## config.mk

```make
export PLATFORM = sky130hd
export DESIGN_NAME = mfdl_cfg
export DESIGN_NICKNAME = d
export VERILOG_FILES = /design/src/mfdl_pkg.sv /design/src/mfdl_cfg.sv
export SDC_FILE = /design/constraint.sdc
export NUM_CORES = 1
export LEC_CHECK = 0
export ABC_AREA = 1
export BUFFER_PORTS_ARGS = -buffer_cell sky130_fd_sc_hd__buf_2
export CAP_MARGIN = 20
export CORE_ASPECT_RATIO = 0.5
export CORE_MARGIN = 2
export CORE_UTILIZATION = 42
export CTS_BUF_LIST = sky130_fd_sc_hd__clkbuf_2 sky130_fd_sc_hd__clkbuf_4 sky130_fd_sc_hd__clkbuf_8
export CTS_CLUSTER_DIAMETER = 30
export DETAILED_ROUTE_END_ITERATION = 10
export PLACE_DENSITY = 0.79
export SLEW_MARGIN = 0
export SYNTH_ARGS = -nofsm -noshare
export SYNTH_HDL_FRONTEND = slang
export SYNTH_SLANG_ARGS = --single-unit
```

## constraint.sdc

```tcl
create_clock -name clk -period 0.8 [get_ports clk]
set_input_delay 0.24 -clock clk [delete_from_list [all_inputs] [get_ports clk]]
set_output_delay 0.24 -clock clk [all_outputs]
set_load 0.03 [all_outputs]
```

## src/mfdl_pkg.sv

```systemverilog
// Shared types, constants and arithmetic helpers of the multitap feedback delay line.
package mfdl_pkg;

	// Store depth; a power of two, so address and delay wrap by truncation.
	localparam int BUFFER_DEPTH = 65536;
	localparam int MAX_TAPS     = 4;

	localparam int AW     = $clog2(BUFFER_DEPTH);
	localparam int SW     = 16;
	localparam int GW     = 16;
	localparam int PW     = SW + GW;
	localparam int ACC_W  = PW + 1 + $clog2(MAX_TAPS + 1);
	localparam int TCW    = 3;
	localparam int TI_W   = (MAX_TAPS > 1) ? $clog2(MAX_TAPS) : 1;
	localparam int REG_W  = 48;
	localparam int IDX_W  = 3;
	localparam int FRAC_W = 14;

	// Register indexes
	localparam logic [IDX_W-1:0] REG_TAP_COUNT = 3'd0;
	localparam logic [IDX_W-1:0] REG_TAP0      = 3'd1;

	typedef struct packed {
		logic        [15:0]   delay;
		logic signed [GW-1:0] g_out;
		logic signed [GW-1:0] g_fb;
	} tap_cfg_t;

	// Control from the sequencer to the multiply-accumulate unit
	typedef struct packed {
		logic                 load;
		logic signed [SW-1:0] x;
		logic                 rd_vld_s1;
		logic signed [GW-1:0] g_out;
		logic signed [GW-1:0] g_fb;
	} mac_ctrl_t;

	typedef enum logic [4:0] {
		ST_CLEAR = 5'b00001,
		ST_IDLE  = 5'b00010,
		ST_RUN   = 5'b00100,
		ST_DRAIN = 5'b01000,
		ST_FIN   = 5'b10000
	} state_t;

	// Reduce a delay to the store size (depth is a power of two).
	function automatic logic [AW-1:0] delay_wrap(input logic [15:0] d);
		delay_wrap = AW'(d);
	endfunction

	// Round a Q7.29 sum to Q1.15 (halves toward plus infinity) and saturate.
	function automatic logic signed [SW-1:0] round_sat(input logic signed [ACC_W-1:0] acc);
		logic signed [ACC_W:0]        sum;
		logic signed [ACC_W-FRAC_W:0] sh;
		sum = {acc[ACC_W-1], acc} + (ACC_W+1)'(1 << (FRAC_W - 1));
		sh  = sum[ACC_W:FRAC_W];
		if (sh > (ACC_W-FRAC_W+1)'(32767))
			round_sat = 16'sh7FFF;
		else if (sh < -(ACC_W-FRAC_W+1)'(32768))
			round_sat = 16'sh8000;
		else
			round_sat = sh[SW-1:0];
	endfunction

endpackage

```

## src/mfdl_cfg.sv

```systemverilog
// Configuration registers: tap count and per-tap delay and gains.
module mfdl_cfg
	import mfdl_pkg::*;
(
	input  logic             clk,
	input  logic             arst_n,
	input  logic             wr_en,
	input  logic [IDX_W-1:0] wr_index,
	input  logic [REG_W-1:0] wr_data,
	output logic [TCW-1:0]   n_taps,
	output tap_cfg_t         taps [MAX_TAPS]
);

	logic [TCW-1:0] tap_count_q;
	tap_cfg_t       taps_q [MAX_TAPS];

	always_ff @(posedge clk or negedge arst_n) begin
		if (!arst_n) begin
			tap_count_q <= '0;
			for (int i = 0; i < MAX_TAPS; i++)
				taps_q[i] <= '0;
		end else if (wr_en) begin
			if (wr_index == REG_TAP_COUNT)
				tap_count_q <= wr_data[TCW-1:0];
			for (int i = 0; i < MAX_TAPS; i++) begin
				if (wr_index == IDX_W'(REG_TAP0 + i)) begin
					taps_q[i].delay <= wr_data[15:0];
					taps_q[i].g_out <= wr_data[31:16];
					taps_q[i].g_fb  <= wr_data[47:32];
				end
			end
		end
	end

	// clamp the tap count to the taps built
	assign n_taps = (tap_count_q > TCW'(MAX_TAPS)) ? TCW'(MAX_TAPS) : tap_count_q;

	always_comb begin
		for (int i = 0; i < MAX_TAPS; i++)
			taps[i] = taps_q[i];
	end

endmodule

```

Word-level counts from Yosys, hierarchy flattened
Cells that the tools add are included.
{ "classes": {"n_eq_ne": 4, "reduce_logical": 6, "n_mux": 1, "order_cmp": 1} }
{ "ops": {"columns": ["op", "n"], "rows": [
  ["$reduce_and A2 Y1", 5],
  ["$eq A3 B2 Y1 const B", 2],
  ["$eq A3 B1 Y1 const B", 1],
  ["$eq A3 B3 Y1 const B", 1],
  ["$gt A3 B3 Y1 const B", 1],
  ["$logic_not A3 Y1", 1],
  ["$mux W3", 1]
]} }
{ "word_totals": {"wordCells": 25, "register_bits": 195, "inputBits": 54, "output_inout_bits": 195} }

Longest topological paths before layout
{ "logic_depth": {"ltp_word": 2, "mapped_depth": 7, "depth_no_buf": 5} }

Worst setup path before layout
Ideal clock, no wire load.
{ "synth_timing": {"kind": "input to register", "startpoint": "input port wr_index[0]", "endpoint": "register taps_q, in the netlist taps[26]", "setup_time_ns": 0.118, "n_path_buf": 2, "path_stages": 6, "t_arrival_ns": 0.967, "required_time_ns": 0.682, "slack_ns": -0.285, "cell_sequence": "nor2_2 > nand2_1 > buf_2 > buf_2 > nand2_1 > nand2_1"} }
{ "synth_via": {"elab_chain_cells": 2} }
{ "synth_rtl": {"columns": ["element", "line", "text"], "rows": [
  ["start: declaration", "mfdl_cfg.sv:8", "input logic [IDX_W-1:0] wr_index,"],
  ["$eq A3 B3 Y1", "mfdl_cfg.sv:26", "if (wr_index == IDX_W'(REG_TAP0 + i)) begin"],
  ["$reduce_and A2 Y1 (no line)", null, null],
  ["end: declaration", "mfdl_cfg.sv:15", "tap_cfg_t taps_q [MAX_TAPS];"]
]} }
Every way passes these cells.
A chain may end at the register's enable or synchronous reset.

Final worst setup path
{ "layout_timing": {"startpoint": "register tap_count_q[0]", "endpoint": "output port n_taps[0]"} }
{ "layout_via": {"elab_chain_cells": 2} }
{ "layout_rtl": {"columns": ["element", "line", "text"], "rows": [
  ["start: declaration", "mfdl_cfg.sv:14", "logic [TCW-1:0] tap_count_q;"],
  ["start signal: assignment", "mfdl_cfg.sv:24", "tap_count_q <= wr_data[TCW-1:0];"],
  ["$gt A3 B3 Y1", "mfdl_cfg.sv:36", "assign n_taps = (tap_count_q > TCW'(MAX_TAPS)) ? TCW'(MAX_TAPS) : tap_count_q;"],
  ["$mux W3 (*)", "mfdl_cfg.sv:36", null],
  ["end: declaration", "mfdl_cfg.sv:10", "output logic [TCW-1:0] n_taps,"]
]} }
Mark *: on every way between the ends. The rest lies on a longest branch, timed or not.

==> results.json <==
{
  "core-area_sq_mm": 0.0176,
  "antenna_found_initial": 3,
  "wirelength_mm": 27.7,
  "h-tree-depth": 4,
  "n_fill_cell": 1186,
  "globalplace.congestion": 0.872,
  "grt_setup_unrepaired": "true",
  "drtIter0Drc": 541,
  "status": "finished with violations",
  "yosysTopAreaCellShare": 0.640,
  "yosysUniqueCellTypes": 11,
  "p_leak_uw": 0.00662,
  "cp_data_required_time_ns": 0.56,
  "cts_inserted_buffers": 17,
  "arrival_ns": 1.18,
  "use_met2": 0.431,
  "grt_max_degree": 44,
  "drtPass1Iterations": 7,
  "cts_buffer_depth": 2,
  "slew_headroom": 0.800,
  "clock_latency_ns": 0.44,
  "wl_per_cell_microns": 18.8,
  "die_w_microns": 195,
  "fin_crit_ns": 1.42,
  "maxCapViolations": 0,
  "synthTopCellsByArea": "dfrtp_1, nand2_1, nand3_1, buf_2, clkbuf_1",
  "peakVddDrop_uv": 1520,
  "seq_area_frac_synth": 0.640,
  "max_freq_mhz": 705,
  "violations": "negative setup slack",
  "cpPeakStageDelay_ns": 0.38,
  "hold_class": "primary input to flop",
  "tritoncts": "built",
  "path_class": "flop to output pin",
  "track_usage": 0.270,
  "grt_overflow_total": 0,
  "slew_violations": 0,
  "synth-seq-cells": 195,
  "grt_pass1_vias": 7574,
  "port_buffers": 248,
  "finClkSkew_ns": 0,
  "postLayoutSetupSlackWorst_ns": -0.619,
  "setup_viol": 211,
  "syn-cell-area_sq_mm": 0.00763,
  "synth-warning-count": 0,
  "initial_core_util": 0.434,
  "syn_nets": 914,
  "viasPerCell": 5.31,
  "finalInstanceArea_sq_mm": 0.0121,
  "hold_violations": 0,
  "cp-start-kind": "flop",
  "cp_max_fo": 2,
  "grt_pass1_wl_mm": 40.3,
  "dp_hpwl_mm": 16.4,
  "synthCells": 860,
  "clock-sinks": 195,
  "met3_usage": 0.0529,
  "root_buffer": "clkbuf_8",
  "fin_crit_sh": 1.77,
  "avgSynthCellArea_sq_um": 8.87,
  "rows": 34,
  "p_per_area_mw_per_mm2": 2720,
  "route.detailed.drc": 0,
  "crit_chain": "inv_1 > nor2_2 > buf_6",
  "place_ws_ns": -0.429,
  "ff2ff_setup_slack_ns": -0.08,
  "slowest_stage": "dfrtp_1",
  "fin_nets": 1274,
  "ioPinCount": 249,
  "dieHeight_microns": 99.3,
  "worst_pin_slew_ns": 0.300,
  "postRouteAntennaNets": 0,
  "use_met1": 0.352,
  "top_usage_layer": "met2",
  "worstSetupEndpointType": "output pin",
  "die_area_sq_mm": 0.0193,
  "clk_pin_slew_ns": 0.13,
  "synthToLayoutAreaGrowth_pct": 58.7,
  "drive_gt1_frac": 0.371,
  "vias": 7809,
  "dpl_cell_area_sq_mm": 0.00956,
  "synth_top_cell_by_area": "dfrtp_1"
}
critical path: cells and delay by family, from the launching register on:
family | cells | cell delay [ns]
buf+inv | 2 | 0.21
flops | 1 | 0.38
simple gates | 1 | 0.14
cells by family (layout without fill, tap and decap cells):
logic type    after synthesis  count (layout)  share of synthesized area
flops                     195             195                      0.640
simple gates              600             600                      0.320
buf+inv                    65             438                     0.0399
other cells                 0               3                          0
layout make-up:
type | instances | area (sq um) | area share
clock buffer | 18 | 241 | 0.0199
antenna | 3 | 7.51 | 0.000620
sequential | 195 | 4880 | 0.403
timing repair buffer | 398 | 3940 | 0.325
inverter | 8 | 37.5 | 0.00310
clock inverter | 14 | 166 | 0.0137
tap | 234 | 293 | 0.0242
multi-input combinational | 600 | 2540 | 0.210
cells in the final DEF, fill, tap and decap left out, types with 2 or more instances in the layout:
cell type	netlist	layout
buf_12	0	24
buf_2	30	53
buf_4	6	112
buf_6	0	204
clkbuf_8	0	18
clkinv_4	0	3
clkinv_8	0	2
clkinvlp_4	0	2
dfrtp_1	195	195
diode_2	0	3
dlygate4sd3_1	0	4
inv_1	7	4
inv_2	1	3
inv_6	0	2
inv_8	0	5
nand2_1	446	428
nand2_2	0	16
nand2_4	0	2
nand3_1	147	145
nand3_2	0	2
nor2_2	3	2
nor2_4	0	5
per-layer routing:
metal	vias up	wire [microns]	part of all wire
li1	3429	-	-
met3	120	2080	0.075
met5	-	0	0
met2	449	13300	0.48
met1	3811	10800	0.39
met4	0	1450	0.053
report_power, final:
part / internal [uW] / switching, uW
sequential: 11700 / 1550
clock: 2670 / 4030
combinational: 5800 / 7140
cell usage after synthesis:
| master | n |
|---|---|
| buf_1 | 3 |
| buf_2 | 30 |
| buf_4 | 6 |
| clkbuf_1 | 18 |
| dfrtp_1 | 195 |
| inv_1 | 7 |
| inv_2 | 1 |
| nand2_1 | 446 |
| nand3_1 | 147 |
| nor2_1 | 4 |
| nor2_2 | 3 |
what timing repair did:
item                       4_1_cts  5_1_grt
buffers inserted                55       56
pin swaps                        2        9
gates resized for setup        388       25
hold buffers                     4        0
hold endpoints to repair       198        0
setup endpoints to repair      195      204
per-stage QoR:
stage	cells	util	hold WS, ns	setup TNS, ns	power (uW)
4_1_cts	1416	0.662	0.00748	-92.90	31700
6_report	1470	0.689	0.0385	-90.06	32900
3_5_place_dp	1325	0.544	0.126	-71.25	21800
3_3_place_gp	1325	0.544	0.124	-66.22	21600
2_1_floorplan	860	-	-0.0556	-19.70	18400
5_1_grt	1470	0.689	0.00979	-101.13	34100
worst paths after layout:
| path | start | endpoint | depth (start not counted) |
|---|---|---|---|
| min in group asynchronous | arst_n | taps[121] | 2 |
| worst min register to register | taps[108] | taps[108] | 2 |
| worst max register to register | taps[87] | taps[87] | 4 |
| worst max-delay path | tap_count_q[0] | n_taps[0] | 3 |
| max in group asynchronous | arst_n | taps[98] | 3 |
| worst min-delay path | wr_data[24] | taps[72] | 3 |
flip-flops by register name (all words and copies together) (netlist names):
| register | flops |
|---|---|
| taps | 192 |
| tap_count_q | 3 |
Power figures use the tool's default switching activity.
