[src/mfdl_pkg.sv]
// Shared types, constants and arithmetic helpers of the multitap feedback delay line.
package mfdl_pkg;

	// Store depth; a power of two, so address and delay wrap by truncation.
	localparam int BUFFER_DEPTH = 65536;
	localparam int MAX_TAPS     = 4;

	localparam int AW     = $clog2(BUFFER_DEPTH);
	localparam int SW     = 16;
	localparam int GW     = 16;
	localparam int PW     = SW + GW;
	localparam int ACC_W  = PW + 1 + $clog2(MAX_TAPS + 1);
	localparam int TCW    = 3;
	localparam int TI_W   = (MAX_TAPS > 1) ? $clog2(MAX_TAPS) : 1;
	localparam int REG_W  = 48;
	localparam int IDX_W  = 3;
	localparam int FRAC_W = 14;

	// Register indexes
	localparam logic [IDX_W-1:0] REG_TAP_COUNT = 3'd0;
	localparam logic [IDX_W-1:0] REG_TAP0      = 3'd1;

	typedef struct packed {
		logic        [15:0]   delay;
		logic signed [GW-1:0] g_out;
		logic signed [GW-1:0] g_fb;
	} tap_cfg_t;

	// Control from the sequencer to the multiply-accumulate unit
	typedef struct packed {
		logic                 load;
		logic signed [SW-1:0] x;
		logic                 rd_vld_s1;
		logic signed [GW-1:0] g_out;
		logic signed [GW-1:0] g_fb;
	} mac_ctrl_t;

	typedef enum logic [4:0] {
		ST_CLEAR = 5'b00001,
		ST_IDLE  = 5'b00010,
		ST_RUN   = 5'b00100,
		ST_DRAIN = 5'b01000,
		ST_FIN   = 5'b10000
	} state_t;

	// Reduce a delay to the store size (depth is a power of two).
	function automatic logic [AW-1:0] delay_wrap(input logic [15:0] d);
		delay_wrap = AW'(d);
	endfunction

	// Round a Q7.29 sum to Q1.15 (halves toward plus infinity) and saturate.
	function automatic logic signed [SW-1:0] round_sat(input logic signed [ACC_W-1:0] acc);
		logic signed [ACC_W:0]        sum;
		logic signed [ACC_W-FRAC_W:0] sh;
		sum = {acc[ACC_W-1], acc} + (ACC_W+1)'(1 << (FRAC_W - 1));
		sh  = sum[ACC_W:FRAC_W];
		if (sh > (ACC_W-FRAC_W+1)'(32767))
			round_sat = 16'sh7FFF;
		else if (sh < -(ACC_W-FRAC_W+1)'(32768))
			round_sat = 16'sh8000;
		else
			round_sat = sh[SW-1:0];
	endfunction

endpackage

[src/mfdl_mac.sv]
// Multiply-accumulate unit: one tap product pair per cycle into two sums.
module mfdl_mac
	import mfdl_pkg::*;
(
	input  logic                 clk,
	input  logic                 arst_n,
	input  mac_ctrl_t            ctrl,
	input  logic signed [SW-1:0] rdata,
	output logic                 busy,
	output logic signed [SW-1:0] fb_word,
	output logic signed [SW-1:0] out_word
);

	logic                    v_s2;
	logic signed [PW-1:0]    prod_fb_s2;
	logic signed [PW-1:0]    prod_out_s2;
	logic signed [ACC_W-1:0] acc_fb_q;
	logic signed [ACC_W-1:0] acc_out_q;

	always_ff @(posedge clk or negedge arst_n) begin
		if (!arst_n)
			v_s2 <= 1'b0;
		else
			v_s2 <= ctrl.rd_vld_s1;
	end

	always_ff @(posedge clk) begin
		if (ctrl.rd_vld_s1) begin
			prod_fb_s2  <= rdata * ctrl.g_fb;
			prod_out_s2 <= rdata * ctrl.g_out;
		end
		if (ctrl.load) begin
			// dry sample moved to Q7.29
			acc_fb_q  <= ACC_W'(ctrl.x) <<< FRAC_W;
			acc_out_q <= ACC_W'(ctrl.x) <<< FRAC_W;
		end else if (v_s2) begin
			acc_fb_q  <= acc_fb_q + ACC_W'(prod_fb_s2);
			acc_out_q <= acc_out_q + ACC_W'(prod_out_s2);
		end
	end

	assign busy     = v_s2;
	assign fb_word  = round_sat(acc_fb_q);
	assign out_word = round_sat(acc_out_q);

endmodule

[config.mk]
export PLATFORM = sky130hd
export DESIGN_NAME = mfdl_mac
export DESIGN_NICKNAME = d
export VERILOG_FILES = /design/src/mfdl_pkg.sv /design/src/mfdl_mac.sv
export SDC_FILE = /design/constraint.sdc
export NUM_CORES = 2
export LEC_CHECK = 0
export BUFFER_PORTS_ARGS = -buffer_cell sky130_fd_sc_hd__clkbuf_2
export CAP_MARGIN = 10
export CORE_MARGIN = 2
export CORE_UTILIZATION = 30
export CTS_BUF_LIST = sky130_fd_sc_hd__clkbuf_2 sky130_fd_sc_hd__clkbuf_4 sky130_fd_sc_hd__clkbuf_8
export DETAILED_ROUTE_END_ITERATION = 16
export GPL_ROUTABILITY_DRIVEN = 0
export GPL_TIMING_DRIVEN = 1
export PLACE_DENSITY = 0.49
export SLEW_MARGIN = 40
export SYNTH_ARGS = -nofsm -noshare
export SYNTH_HDL_FRONTEND = slang
export SYNTH_SLANG_ARGS = --single-unit
[constraint.sdc]
create_clock -name clk -period 3.9 [get_ports clk]
set_clock_uncertainty 0.15 [all_clocks]
set_input_delay 0.195 -clock clk [delete_from_list [all_inputs] [get_ports clk]]
set_output_delay 0.195 -clock clk [all_outputs]
set_load 0.02 [all_outputs]
[After elaboration in Yosys (flattened, before gate mapping)]
Cells that the tools add are included.
Cells by class
  add/sub/neg operators: 4
  $mul: 2
  magnitude comparators: 4
  mux-type cells: 8
  reductions and logical operators: 1
Operators by type and width (number)
  two-way mux 36 bit: 4
  adder 36 x 15 -> 37 bit, second input constant: 2
  adder 36 x 32 -> 36 bit: 2
  multiplier 16 x 16 -> 32 bit: 2
  two-way mux 16 bit: 4
  greater-than comparator 23 x 16 -> 1 bit, second input constant: 2
  less-than comparator 23 x 16 -> 1 bit, second input constant: 2
  nonzero test 2 bit: 1
Word-level totals
  register bits after elaboration: 137
  input port bits: 68
  output and inout port bits: 33
  logic and storage cells: 26

[Logic depth before layout (Yosys ltp)]
  depth after elaboration: 4
  gate-level depth with buffers: 24
  depth with buffers taken out: 23

[Least setup slack after synthesis]
Ideal clock, no wire load.
  path type: input to register
  start: input port ctrl[17] in the netlist's numbering
  end: register prod_out_s2[30] (data pin)
  setup time: 0.259 ns
  arrival: 6.279 ns
  required time: 3.491 ns
  slack: -2.789 ns
  stages: 22
  buffers on the path: 1
  cell sequence: clkbuf_1 nand2_1 inv_1 fa_1 fa_1 fa_1 fa_1 fa_1 inv_1 fa_1 inv_1 ha_1 a21o_1 a21o_1 a21o_1 a221o_1 or3_1 o221a_1 and4_4 a2111oi_4 a21oi_2 xor2_1
On the way
  word-level cells in the longest chain between the ends: 1
RTL lines
  from (decl): RTL line mfdl_mac.sv:7  | input mac_ctrl_t ctrl,
  multiplier 16 x 16 -> 32 bit: RTL line mfdl_mac.sv:30  | prod_out_s2 <= rdata * ctrl.g_out;
  to (signal assigned): RTL line mfdl_mac.sv:30
  to (decl): RTL line mfdl_mac.sv:16  | logic signed [PW-1:0] prod_out_s2;
No other way between the ends.
A chain may end at the register's enable or synchronous reset.

[Worst setup path after layout]
  start: input port rdata[6]
  end: register prod_out_s2[30] (data pin)
On the way
  word-level cells in the longest chain between the ends: 1
RTL lines
  from (decl): RTL line mfdl_mac.sv:8  | input logic signed [SW-1:0] rdata,
  multiplier 16 x 16 -> 32 bit: RTL line mfdl_mac.sv:30
No other way between the ends.

==> out/metrics.yaml <==
clock_tree:
  tritoncts: "done"
  clkSinkCount: 137
  clockRootBuffer: "sky130_fd_sc_hd__clkbuf_8"
  cts.reportedPaths.clkPinSlew_ns: 0.09
  clkLatencyLatePin_ns: 0.48
  cts-htree-levels: 4
  max_root_sink_buffers: 2
  inserted_clock_buffers: 17
global_route:
  grt_pass1_vias: 23148
  first_pass_grt_wire_length_mm: 129
  number_of_antenna_violations_at_the_first_check_in_global_routing: 5
  overflow: 0
  grt_max_degree: 44
  globalRouteTotalUtil_pct: 17.0
min_path:
  timing.hold.worst.start: "ctrl[39]"
  worst_hold_path_type: "in -> reg"
place:
  portBuffers: 100
  detailedPlace.worstSlack_ns: -2.78
  dp.final_hpwl_mm: 68.7
worst_setup_path:
  worstReg2RegStart: "prod_out_s2[1]"
  critPathRequiredTime_ns: 4.00
  crit_arrival_ns: 6.07
  crit_path_start: "rdata[6]"
  crit_type: "in -> reg"
  timing.critical_path.to_type: "flip-flop"
  cp_max_fo: 3
  cp-start-kind: "input port"
drt:
  postRouteAntennaNets: 0
  detail_route.wirelength_mm: 81.0
  final_routed_drc_violation_total: 0
  routed-via-count: 21618
  avgRoutedWirePerCell_um: 17.0
  routed_via_density: 4.53
  dr.first_iter.drc_count: 961
  pre_repair_dr_iteration_count: 5
synth:
  netlist_top_cells_count: "sky130_fd_sc_hd__inv_1, sky130_fd_sc_hd__fa_1, sky130_fd_sc_hd__nand2_1"
  seq_area_frac_synth_pct: 13.5
  synth.cell_area_um2: 28400
  netlist-cell-type-count: 71
  ys_async_sr_fraction_pct: 0.730
  ys_seq_elements: 137
  synthMostInstantiatedCell: "sky130_fd_sc_hd__inv_1"
  synth_enable_flop_cells: 108
  post-synth-top-area-fraction_pct: 37.1
  yosysWarnings: 0
  ys.flop_type: "sky130_fd_sc_hd__edfxtp_1"
  avgSynthCellArea_um2: 9.32
  leading_cell_types_by_total_area_after_synthesis: "sky130_fd_sc_hd__fa_1, sky130_fd_sc_hd__edfxtp_1, sky130_fd_sc_hd__ha_1"
  synth_nets: 3874
  synthesis.instances: 3044
  synth_largest_area_cell: "sky130_fd_sc_hd__fa_1"
timing:
  finalMaxSlewViolations: 0
  grt_setup_unrepaired: "yes"
  relative_slew_margins_pct: 47.5
  setup_ws_ns: -2.06
  period_minus_slack_ns: 5.96
  worst-slew-pin-transition_ns: 0.783
  post-route-period-util_pct: 153
  finalHoldViolCount: 0
  clock.fmax_mhz: 168
  finalSetupViolations: 51
floorplanning:
  die_area_um2: 97100
  core_area_um2: 93500
  initial_utilization_pct: 30.4
  row_count: 112
  die_height_um: 312
  io-pin-count: 101
  die_w_um: 312
run:
  max-cap-violations: 0
layout:
  final_net_count: 4335
  layout_cells_sized_above_1_pct: 25.2
  growth_of_design_area_from_synthesis_to_finish_pct: 27.5
  fin_util_pct: 38.7
outcome:
  status: "finished, violations left"
  violations: "negative setup slack"
flip-flops by register name, summed over array words and instances, names as in the netlist:
register and count:
acc_fb_q 36, acc_out_q 36, busy 1, prod_fb_s2 32, prod_out_s2 32
critical path, cell delays in order:
cell and delay (ns):
sky130_fd_sc_hd__clkbuf_16 0.13, sky130_fd_sc_hd__and2_4 0.13, sky130_fd_sc_hd__fa_1 0.52, sky130_fd_sc_hd__fa_1 0.54, sky130_fd_sc_hd__fa_1 0.54, sky130_fd_sc_hd__fa_1 0.52
sky130_fd_sc_hd__fa_1 0.52, sky130_fd_sc_hd__inv_1 0.05, sky130_fd_sc_hd__fa_1 0.49, sky130_fd_sc_hd__inv_2 0.05, sky130_fd_sc_hd__ha_4 0.21, sky130_fd_sc_hd__a21o_1 0.18
sky130_fd_sc_hd__a21o_1 0.18, sky130_fd_sc_hd__a21o_1 0.19, sky130_fd_sc_hd__a221o_1 0.33, sky130_fd_sc_hd__or3_1 0.36, sky130_fd_sc_hd__o221a_1 0.26, sky130_fd_sc_hd__and4_4 0.21
sky130_fd_sc_hd__a2111oi_4 0.23, sky130_fd_sc_hd__a21oi_2 0.10, sky130_fd_sc_hd__xor2_1 0.15
stage by stage:
stage / TNS, ns / cells / hold WS [ns] / instance area [µm²]
6_report: -64.04 / 4775 / 0.0248 / 36200
5_1_grt: -70.05 / 4773 / 0.0171 / 36200
4_1_cts: -59.13 / 4730 / 0.00942 / 35300
3_5_place_dp: -93.25 / 4648 / -0.179 / 33500
3_3_place_gp: -92.34 / 4648 / -0.177 / 33500
2_1_floorplan: -55.57 / 3044 / -0.251 / 29300
layout make-up:
| type | count | area, µm² |
|---|---|---|
| diodes | 3 | 7.51 |
| inverters | 590 | 2220 |
| multi-input cells | 2213 | 23400 |
| flip-flops and latches | 137 | 3830 |
| well taps | 1254 | 1570 |
| clock inverters | 9 | 123 |
| repair buffers | 546 | 4780 |
| clock buffers | 23 | 285 |
| fillers | 9463 | 57300 |
metal layers:
layer,part of all wire [%],vias to the layer above,global-route usage (%)
li1,-,10471,-
met1,49,10721,24.3
met2,46,369,27.6
met3,4.2,53,2.34
met4,1.3,4,2.91
met5,0.035,-,0
layout by cell type (no fill, tap or decap), drive strengths merged, types with 4 or more instances in the layout:
| master | n |
|---|---|
| a31o | 6 |
| o31ai | 5 |
| xnor2 | 108 |
| inv | 590 |
| fa | 526 |
| nor3b | 10 |
| a211oi | 16 |
| o21ai | 127 |
| mux2i | 23 |
| ha | 236 |
| and3 | 21 |
| buf | 447 |
| o211ai | 11 |
| xor2 | 51 |
| nand2 | 324 |
| dfxtp | 28 |
| edfxtp | 108 |
| nand4 | 14 |
| nand3b | 4 |
| a31oi | 17 |
| o21bai | 15 |
| nor2 | 114 |
| nor2b | 16 |
| or2 | 5 |
| a21o | 56 |
| a21oi | 106 |
| nand3 | 36 |
| o21a | 13 |
| o41ai | 4 |
| nand2b | 21 |
| o31a | 4 |
| dlygate4sd3 | 15 |
| clkbuf | 106 |
| nor3 | 12 |
| and2 | 257 |
| clkinv | 5 |
| or3 | 7 |
| a221oi | 4 |
cells by family after synthesis:
| kind of cell | after synthesis | share of synthesized area [%] |
|---|---|---|
| and+or+nand+nor | 852 | 14.8 |
| adders and majority gates | 762 | 47.5 |
| buffers and inverters | 695 | 9.19 |
| AOI/OAI and AO/OA | 415 | 9.20 |
| xor gates and xnor gates | 159 | 4.91 |
| DFF | 137 | 13.5 |
| muxes | 24 | 0.851 |
path summary, 6_finish.rpt:
| kind | endpoint | cells after the start | slack [ns] |
|---|---|---|---|
| min in group asynchronous | busy | 3 | 0.40 |
| min | acc_fb_q[20] | 3 | 0.02 |
| max reg2reg | acc_out_q[35] | 11 | 0.40 |
| max in group asynchronous | busy | 3 | 3.10 |
| max | prod_out_s2[30] | 21 | -2.06 |
| min reg2reg | acc_fb_q[7] | 2 | 0.33 |
repair_timing:
item / in CTS / in global routing
pin swaps: 117 / 142
endpoints found under the hold margin: 23 / 0
hold buffers: 15 / 0
gates cloned: 2 / 0
resized for setup: 207 / 203
endpoints found under the setup margin: 71 / 82
setup buffers: 40 / 52
Power is not shown: default switching activity piles up to over one toggle a cycle in this logic, so the estimate is an artifact.
